`src/hw/rtl/euler_to_rotation_matrix_unit_assert.svh`:
```
// Assertion macros for the Euler angle to rotation matrix unit.
`ifndef EULER_TO_ROTATION_MATRIX_UNIT_ASSERT_SVH
`define EULER_TO_ROTATION_MATRIX_UNIT_ASSERT_SVH
`ifndef NO_ASSERTIONS
`define E2R_ASSERT_IMPL(label, clk, rst_n, prop) \
    label: assert property (@(posedge clk) disable iff (!rst_n) prop) \
        else $error("assertion failed");
`define E2R_ASSERT_NEXT(label, clk, rst_n, a, b) \
    label: assert property (@(posedge clk) disable iff (!rst_n) (a) |=> (b)) \
        else $error("assertion failed");
`else
`define E2R_ASSERT_IMPL(label, clk, rst_n, prop)
`define E2R_ASSERT_NEXT(label, clk, rst_n, a, b)
`endif
`endif

```
`src/hw/rtl/e2r_pkg.sv`:
```
// ----------------------------------------------------------------------------
// e2r_pkg
// Shared types, constants and the CORDIC arctangent table.
// ----------------------------------------------------------------------------
`timescale 1ns / 1ps
package e2r_pkg;
    localparam int AngleWidth     = 16;
    localparam int ElemFracBits   = 14;
    localparam int CordicStages   = 16;
    localparam int WorkFrac       = 30;
    localparam int WorkWidth      = 34;
    localparam int ZWidth         = 34;
    localparam logic signed [WorkWidth-1:0] CordicGain = 34'sd652032874;
    localparam int ProdLatency    = 4;
    localparam int Latency        = CordicStages + ProdLatency;

    typedef logic signed [WorkWidth-1:0] work_t;
    typedef logic signed [ZWidth-1:0]    zval_t;

    typedef struct packed {
        logic signed [AngleWidth-1:0] roll_angle;
        logic signed [AngleWidth-1:0] pitch_angle;
        logic signed [AngleWidth-1:0] yaw_angle;
    } in_word_t;

    typedef struct packed {
        logic signed [15:0] m00;
        logic signed [15:0] m01;
        logic signed [15:0] m02;
        logic signed [15:0] m10;
        logic signed [15:0] m11;
        logic signed [15:0] m12;
        logic signed [15:0] m20;
        logic signed [15:0] m21;
        logic signed [15:0] m22;
    } out_word_t;

    // Per-lane CORDIC cell state
    typedef struct packed {
        work_t x;
        work_t y;
        zval_t z;
        logic  flip;
    } lane_t;

    typedef struct packed {
        lane_t rx;
        lane_t ry;
        lane_t rz;
        logic  vld;
    } cell_t;

    function automatic zval_t atan_turn(input int i);
        zval_t t;
        unique case (i)
            0:  t = 34'sd536870912;  1:  t = 34'sd316933406;
            2:  t = 34'sd167458907;  3:  t = 34'sd85004756;
            4:  t = 34'sd42667331;   5:  t = 34'sd21354465;
            6:  t = 34'sd10679838;   7:  t = 34'sd5340245;
            8:  t = 34'sd2670163;    9:  t = 34'sd1335087;
            10: t = 34'sd667544;     11: t = 34'sd333772;
            12: t = 34'sd166886;     13: t = 34'sd83443;
            14: t = 34'sd41722;      15: t = 34'sd20861;
            16: t = 34'sd10430;      17: t = 34'sd5215;
            18: t = 34'sd2608;       19: t = 34'sd1304;
            20: t = 34'sd652;        21: t = 34'sd326;
            22: t = 34'sd163;        23: t = 34'sd81;
            24: t = 34'sd41;         25: t = 34'sd20;
            26: t = 34'sd10;         27: t = 34'sd5;
            28: t = 34'sd3;          29: t = 34'sd1;
            30: t = 34'sd1;
            default: t = '0;
        endcase
        return t;
    endfunction

    // Q30 product with round half up
    function automatic work_t qmul(input work_t a, input work_t b);
        logic signed [2*WorkWidth-1:0] p;
        p = (2*WorkWidth)'(a) * (2*WorkWidth)'(b)
            + (2*WorkWidth)'(64'sd1 <<< (WorkFrac - 1));
        return WorkWidth'(p >>> WorkFrac);
    endfunction

    // Q30 to output element, rounded and clamped
    function automatic logic signed [15:0] to_elem(input work_t v);
        localparam int Sh = WorkFrac - ElemFracBits;
        logic signed [WorkWidth:0] r;
        logic signed [WorkWidth:0] one;
        one = (WorkWidth+1)'(1) <<< ElemFracBits;
        r = ((WorkWidth+1)'(v) + ((WorkWidth+1)'(1) <<< (Sh - 1))) >>> Sh;
        if (r > one)  r = one;
        if (r < -one) r = -one;
        return r[15:0];
    endfunction

    // Fold an angle into +-pi/2 and load the cell
    function automatic lane_t lane_load(input logic signed [AngleWidth-1:0] a);
        lane_t l;
        zval_t z;
        z = ZWidth'(a) <<< (32 - AngleWidth);
        l.flip = 1'b0;
        if (z > (ZWidth'(1) <<< 30) || z < -(ZWidth'(1) <<< 30)) begin
            z = (z > 0) ? z - (ZWidth'(1) <<< 31) : z + (ZWidth'(1) <<< 31);
            l.flip = 1'b1;
        end
        l.x = CordicGain;
        l.y = '0;
        l.z = z;
        return l;
    endfunction
endpackage

```
`src/hw/rtl/e2r_cell.sv`:
```
// ----------------------------------------------------------------------------
// e2r_cell
// One CORDIC micro-rotation for all three angles, registered.
// ----------------------------------------------------------------------------
`timescale 1ns / 1ps
module e2r_cell (
    input  logic             clk,
    input  logic             rst_n,
    input  logic [4:0]       shift,
    input  e2r_pkg::cell_t   cell_in,
    output e2r_pkg::cell_t   cell_out
);
    e2r_pkg::cell_t cell_next;
    e2r_pkg::lane_t rx_reg;
    e2r_pkg::lane_t ry_reg;
    e2r_pkg::lane_t rz_reg;
    logic           vld_reg;
    e2r_pkg::zval_t ang;

    function automatic e2r_pkg::lane_t rotate(input e2r_pkg::lane_t l,
                                              input logic [4:0] s,
                                              input e2r_pkg::zval_t t);
        e2r_pkg::lane_t o;
        o = l;
        if (l.z >= 0) begin
            o.x = l.x - (l.y >>> s);
            o.y = l.y + (l.x >>> s);
            o.z = l.z - t;
        end
        else begin
            o.x = l.x + (l.y >>> s);
            o.y = l.y - (l.x >>> s);
            o.z = l.z + t;
        end
        return o;
    endfunction

    // micro-rotation
    always_comb
    begin
        ang = e2r_pkg::atan_turn(int'(shift));
        cell_next.rx = rotate(cell_in.rx, shift, ang);
        cell_next.ry = rotate(cell_in.ry, shift, ang);
        cell_next.rz = rotate(cell_in.rz, shift, ang);
        cell_next.vld = cell_in.vld;
    end

    always_ff @(posedge clk or negedge rst_n)
    begin
        if (!rst_n) begin
            vld_reg <= 1'b0;
        end
        else begin
            vld_reg <= cell_next.vld;
        end
    end

    always_ff @(posedge clk)
    begin
        rx_reg <= cell_next.rx;
        ry_reg <= cell_next.ry;
        rz_reg <= cell_next.rz;
    end

    assign cell_out = {rx_reg, ry_reg, rz_reg, vld_reg};
endmodule

```
`config.mk`:
```
export PLATFORM = sky130hd
export DESIGN_NAME = e2r_cell
export DESIGN_NICKNAME = d
export VERILOG_FILES = /design/src/hw/rtl/euler_to_rotation_matrix_unit_assert.svh /design/src/hw/rtl/e2r_pkg.sv /design/src/hw/rtl/e2r_cell.sv
export SDC_FILE = /design/constraint.sdc
export NUM_CORES = 2
export LEC_CHECK = 0
export BUFFER_PORTS_ARGS = -buffer_cell sky130_fd_sc_hd__buf_2
export CAP_MARGIN = 10
export CORE_ASPECT_RATIO = 1.4
export CORE_MARGIN = 4
export CORE_UTILIZATION = 39
export DETAILED_ROUTE_END_ITERATION = 10
export PLACE_DENSITY = 0.56
export SYNTH_ARGS = -nofsm -noshare
export SYNTH_HDL_FRONTEND = slang
export SYNTH_SLANG_ARGS = --single-unit
```
`constraint.sdc`:
```
create_clock -name clk -period 0.8 [get_ports clk]
set_input_delay 0 -clock clk [delete_from_list [all_inputs] [get_ports clk]]
set_output_delay 0 -clock clk [all_outputs]
set_load 0.02 [all_outputs]
```
# Yosys cells after proc, flatten, opt, wreduce, memory -nomap -nowiden
# Memories as Yosys holds them, arrays and structs flattened.
# Cells that the tools add are included.
op_classes:
  addsub: 18
  magnitude_cmp: 3
  shift: 6
  n_mux: 3
ops:
  columns: ["cell", "n"]
  rows:
  - ["$add 34x34->34", 9]
  - ["$mux 102", 3]
  - ["$sub 34x34->34", 9]
  - ["$sshr 34x5->34", 6]
  - ["$ge 34x1->1 const B", 3]
word_totals:
  register_bits: 310
  mem_bits_ro: 960
  output_inout_bits: 310
  word_cells: 44
  mem_count: 1
mem_list:
  columns: ["name", "depth", "width", "rd", "rd_ports_with_merged_regs", "wr", "line", "source"]
  rows:
  - ["(no name shown)", 32, 30, 1, 0, 0, "e2r_pkg.sv:55", "unique case (i)"]

# Depth between registers and ports, before layout
depth:
  ltp_word: 3
  mapped_depth: 33
  ltp_nobuf: 27

# Least setup slack after synthesis
# OpenSTA, ideal clock, no wires.
synth_path:
  path_kind: "input port to flip-flop"
  startpoint: "in shift[1]"
  endpoint: "reg rx_reg, in the netlist cell_out[241]"
  t_arrival_ps: 7267
  required_ps: 728
  setup_slack_ps: -6539
  path_stages: 32
  cell_sequence: "inv_1 buf_2 buf_2 buf_1 buf_2 buf_1 ha_1 clkbuf_1 mux4_2 a21oi_1 nand2_1 inv_1 ha_1 inv_1 or3b_2 or3b_1 inv_1 nand4_1 nor4b_2 nor2_1 mux2i_1 ha_1 a21o_1 a21o_1 a21o_1 a211oi_1 o21ai_0 a41oi_1 o21ai_0 o211a_1 a311oi_1 xnor2_1"
synth_rtl:
  columns: ["element", "line", "source"]
  rows:
  - ["start, declared", "e2r_cell.sv:9", "input logic [4:0] shift,"]
  - ["end signal, assigned", "e2r_cell.sv:60", "rx_reg <= cell_next.rx;"]
  - ["end, declared", "e2r_cell.sv:14", "e2r_pkg::lane_t rx_reg;"]

==> impl_metrics.csv <==
group,metric,value,unit
setup_path,critical_path.most_common_cell,"a21oi_2",
synth,synth_edf_count,0,
detailed_routing,wire_per_inst,26.1,µm
detailed_routing,avgViaCountPerCell,5.82,
synth,synth_xor_xnor_area_share,0.0979,
detailed_routing,drcViolationCount,0,
clock_tree,cts_root_buffer,"clkbuf_16",
synth,ys_seq_area_frac,0.151,
timing,timing.final.crit_period,4990,ps
synth,yosysWarnings,0,
setup_path,critical_path_peak_fanout,8,
global_routing,grt_usage,0.403,
cells_and_area,largest_reg_flops,309,
detailed_routing,detailedRoute.firstPassIterationCount,8,
timing,tightestPinTransition,1230,ps
setup_path,maximum_single_stage_delay_on_the_critical_path,630,ps
worst_hold_path,hold_path.class,"input pin to flip-flop",
placement,globalplace.congestion,1.08,
synth,adder_and_majority_gate_portion_of_the_synthesized_area,0.0991,
placement,place_inst,8706,
clock_tree,cts_max_path_buffers,3,
synth,synth_top_family_by_area,"multiplexers",
setup_path,worstPathArrival,5500,ps
cells_and_area,areaGrowthSynthToFinish,72.0,%
global_routing,via_count_of_the_first_global_routing_pass,53740,
floorplanning,floorplan.io_pins,627,
clock_tree,worst_setup_hold_path_clk_slew,50,ps
synth,post_synth_and_or_nand_nor_area_fraction,0.159,
job,max_cap_viol_count,0,
synth,synth_top_area_cell,"dfxtp_1",
cells_and_area,mostFrequentLayoutCells,"buf_4 (2218), buf_2 (619), nand2_1 (385)",
worst_hold_path,cell_depth_of_the_worst_hold_path,2,
cells_and_area,final.fill_count,8497,
timing,rsz0062_at_grt,"true",
cells_and_area,fin_area,70900,µm²
floorplanning,die_height,393,µm
placement,post-dp-hpwl,192000,µm
outcome,failed_checks,"negative hold slack, negative setup slack",
clock_tree,cts_htree_levels,2,
setup_path,timing.setup.critical_path_class,"input pin to flip-flop",
synth,synth.area.mux_share,0.230,
power,leakage,33.1,nW
setup_path,critical_path_slowest_stage_cell,"a222oi_1",
cells_and_area,layout_commonest_cell,"buf_4",
power,powerDensity,1940,nW/µm²
cells_and_area,post_route_cells_drive_above_1_share,0.561,
timing,worst_hold_slack,-342,ps
worst_hold_path,holdCritStartpoint,"cell_in[36]",
clock_tree,cts_tree,"done",
detailed_routing,ant_nets,0,
placement,numPortBuffers,626,
synth,compound_gate_portion_of_the_synthesized_area,0.216,
floorplanning,num_rows,140,
synth,syn_area_per_cell,8.53,µm²
global_routing,number_of_antenna_violations_at_the_first_check_in_global_routing,40,
timing,min_period_over_period,6.24,
global_routing,grt_first_pass_wirelength,332000,µm
synth,synth_flop_cell,"dfxtp_1",
timing,hold_viol,115,
synth,syn-cell-area,41200,µm²
synth,synthesis.instances,4832,
clock_tree,ctsHoldBuffers,10,
cells_and_area,fin_cells,9077,
detailed_routing,routed_wire_length,237000,µm
setup_path,timing.critical_path.from_type,"input pin",
detailed_routing,via_count,52863,
floorplanning,die_footprint,111000,µm²
detailed_routing,drt-initial-drc-count,3648,
clock_tree,clock_sinks,310,
timing,fmax,200,MHz
floorplanning,die_outline_width,283,µm
worst_hold_path,hold_path_end,"cell_out[36]$_DFF_P_",
synth,post-synth-top-area-fraction,0.150,
setup_path,req_time_crit_path,1310,ps
floorplanning,core_area,104000,µm²
synth,syn-num-nets,5470,
power,vdd_drop_max,2320,µV
synth,yosys_register_bits,310,
synth,synth-async-reset-ratio,0.00323,
global_routing,grt_max_degree,50,
timing,fin_ws,-4190,ps
timing,timing.final.max_slew_violations,0,
setup_path,critical_path.cell_chain,"buf_16, buf_8, buf_12, buf_16, mux4_2, mux2_4, a222oi_1, buf_4, and3_4, nand4_1, or3_4, o31ai_4, xor2_1, ha_2, a21oi_2, o21bai_1, a21o_1, a21oi_2, o21ai_2, o41ai_4, a21oi_2, o41a_1, mux2i_1, nand3_1",
timing,setup_viol_count_final,616,
floorplanning,initial_core_util,0.395,
placement,dpl_cell_area,63100,µm²
synth,post_synth_main_area_contributors,"dfxtp_1 (15%), mux4_2 (14%), ha_1 (9.5%)",
outcome,run_status,"finished with violations",
timing,slew-limit-headroom,0.174,
setup_path,cp-end-kind,"flip-flop",
clock_tree,number_of_buffers_added_by_the_clock_tree_synthesis_step,38,
synth,synthDistinctLibCells,104,
global_routing,global_route.overflow_total,0,
cells_and_area,final_net_count,8304,
-- repair_timing --
action / CTS / global route
cloned: 9 / 0
pin swaps: 206 / 345
setup buffers: 150 / 150
resized for setup: 347 / 526
endpoints found under the hold margin: 140 / 104
setup endpoints to repair: 616 / 616
-- cell type report --
type                       count  area (µm²)  area share
multi-input combinational   4110       37900       0.534
timing repair buffer        3057       23100       0.326
sequential                   310        6210      0.0876
tap                         1349        1690      0.0238
clock buffer                  43        1020      0.0144
inverter                     149         599     0.00846
clock inverter                24         324     0.00457
antenna                       35        87.6     0.00124
-- power breakdown --
part	switching, W	leakage (nW)	internal, W
Clock	0.00817	0.649	0.0109
Sequential	0.00239	2.62	0.0221
Combinational	0.0499	29.8	0.0441
Total	0.0604	33.1	0.0772
-- logic make-up after synthesis --
family / after synthesis
AOI/OAI and AO/OA: 1369
and+or+nand+nor: 1366
DFF: 310
adders and majority gates: 321
xor gates and xnor gates: 459
muxes: 595
buffers and inverters: 412
-- through the flow --
stage          total power (W)  TNS (ps)  utilization  setup WS, ps
2_1_floorplan           0.0676  -1052840            -         -4830
3_3_place_gp             0.107  -1195280        0.604         -5450
3_5_place_dp             0.108  -1208980        0.604         -5510
4_1_cts                  0.131  -1027140        0.647         -4160
5_1_grt                  0.144  -1095840        0.679         -4290
6_report                 0.138  -1051340        0.679         -4190
-- cell usage after synthesis, drive strengths merged (50+ instances only) --
| library cell | n |
|---|---|
| mux2i | 206 |
| mux2 | 122 |
| clkbuf | 108 |
| nor3 | 98 |
| a211oi | 59 |
| dfxtp | 309 |
| ha | 312 |
| a21oi | 348 |
| o21a | 56 |
| mux4 | 267 |
| o31ai | 50 |
| inv | 146 |
| buf | 155 |
| o21ai | 303 |
| nand3 | 89 |
| nor2 | 350 |
| nand2b | 78 |
| nand2 | 427 |
| a21o | 116 |
| xnor2 | 300 |
| xor2 | 158 |
-- critical path: cells and delay by family --
kind,cells,cell delay [ps]
fa+ha+maj,1,310
simple gates,4,830
xor+xnor,1,200
mux,3,1070
buf+inv,5,740
compound gates,10,2350
-- worst max path at each step --
stage	startpoint	end	slack (ps)	depth (start not counted)
after floorplan	shift[1]	cell_out[241]$_DFF_P_	-4830	32
after global placement	shift[0]	cell_out[67]$_DFF_P_	-5450	24
after detailed placement	shift[0]	cell_out[67]$_DFF_P_	-5510	24
after CTS	shift[0]	cell_out[170]$_DFF_P_	-4160	24
after global routing	shift[0]	cell_out[170]$_DFF_P_	-4290	24
final	shift[0]	cell_out[205]$_DFF_P_	-4190	24
-- metal layers --
layer,routed length [µm],up-vias,GRT usage
met4,28100,16,0.387
met2,117000,2448,0.717
met3,15300,1077,0.0809
li1,-,23978,-
met5,110,-,0
met1,76100,25344,0.381
(Power assumes the default switching activity.)
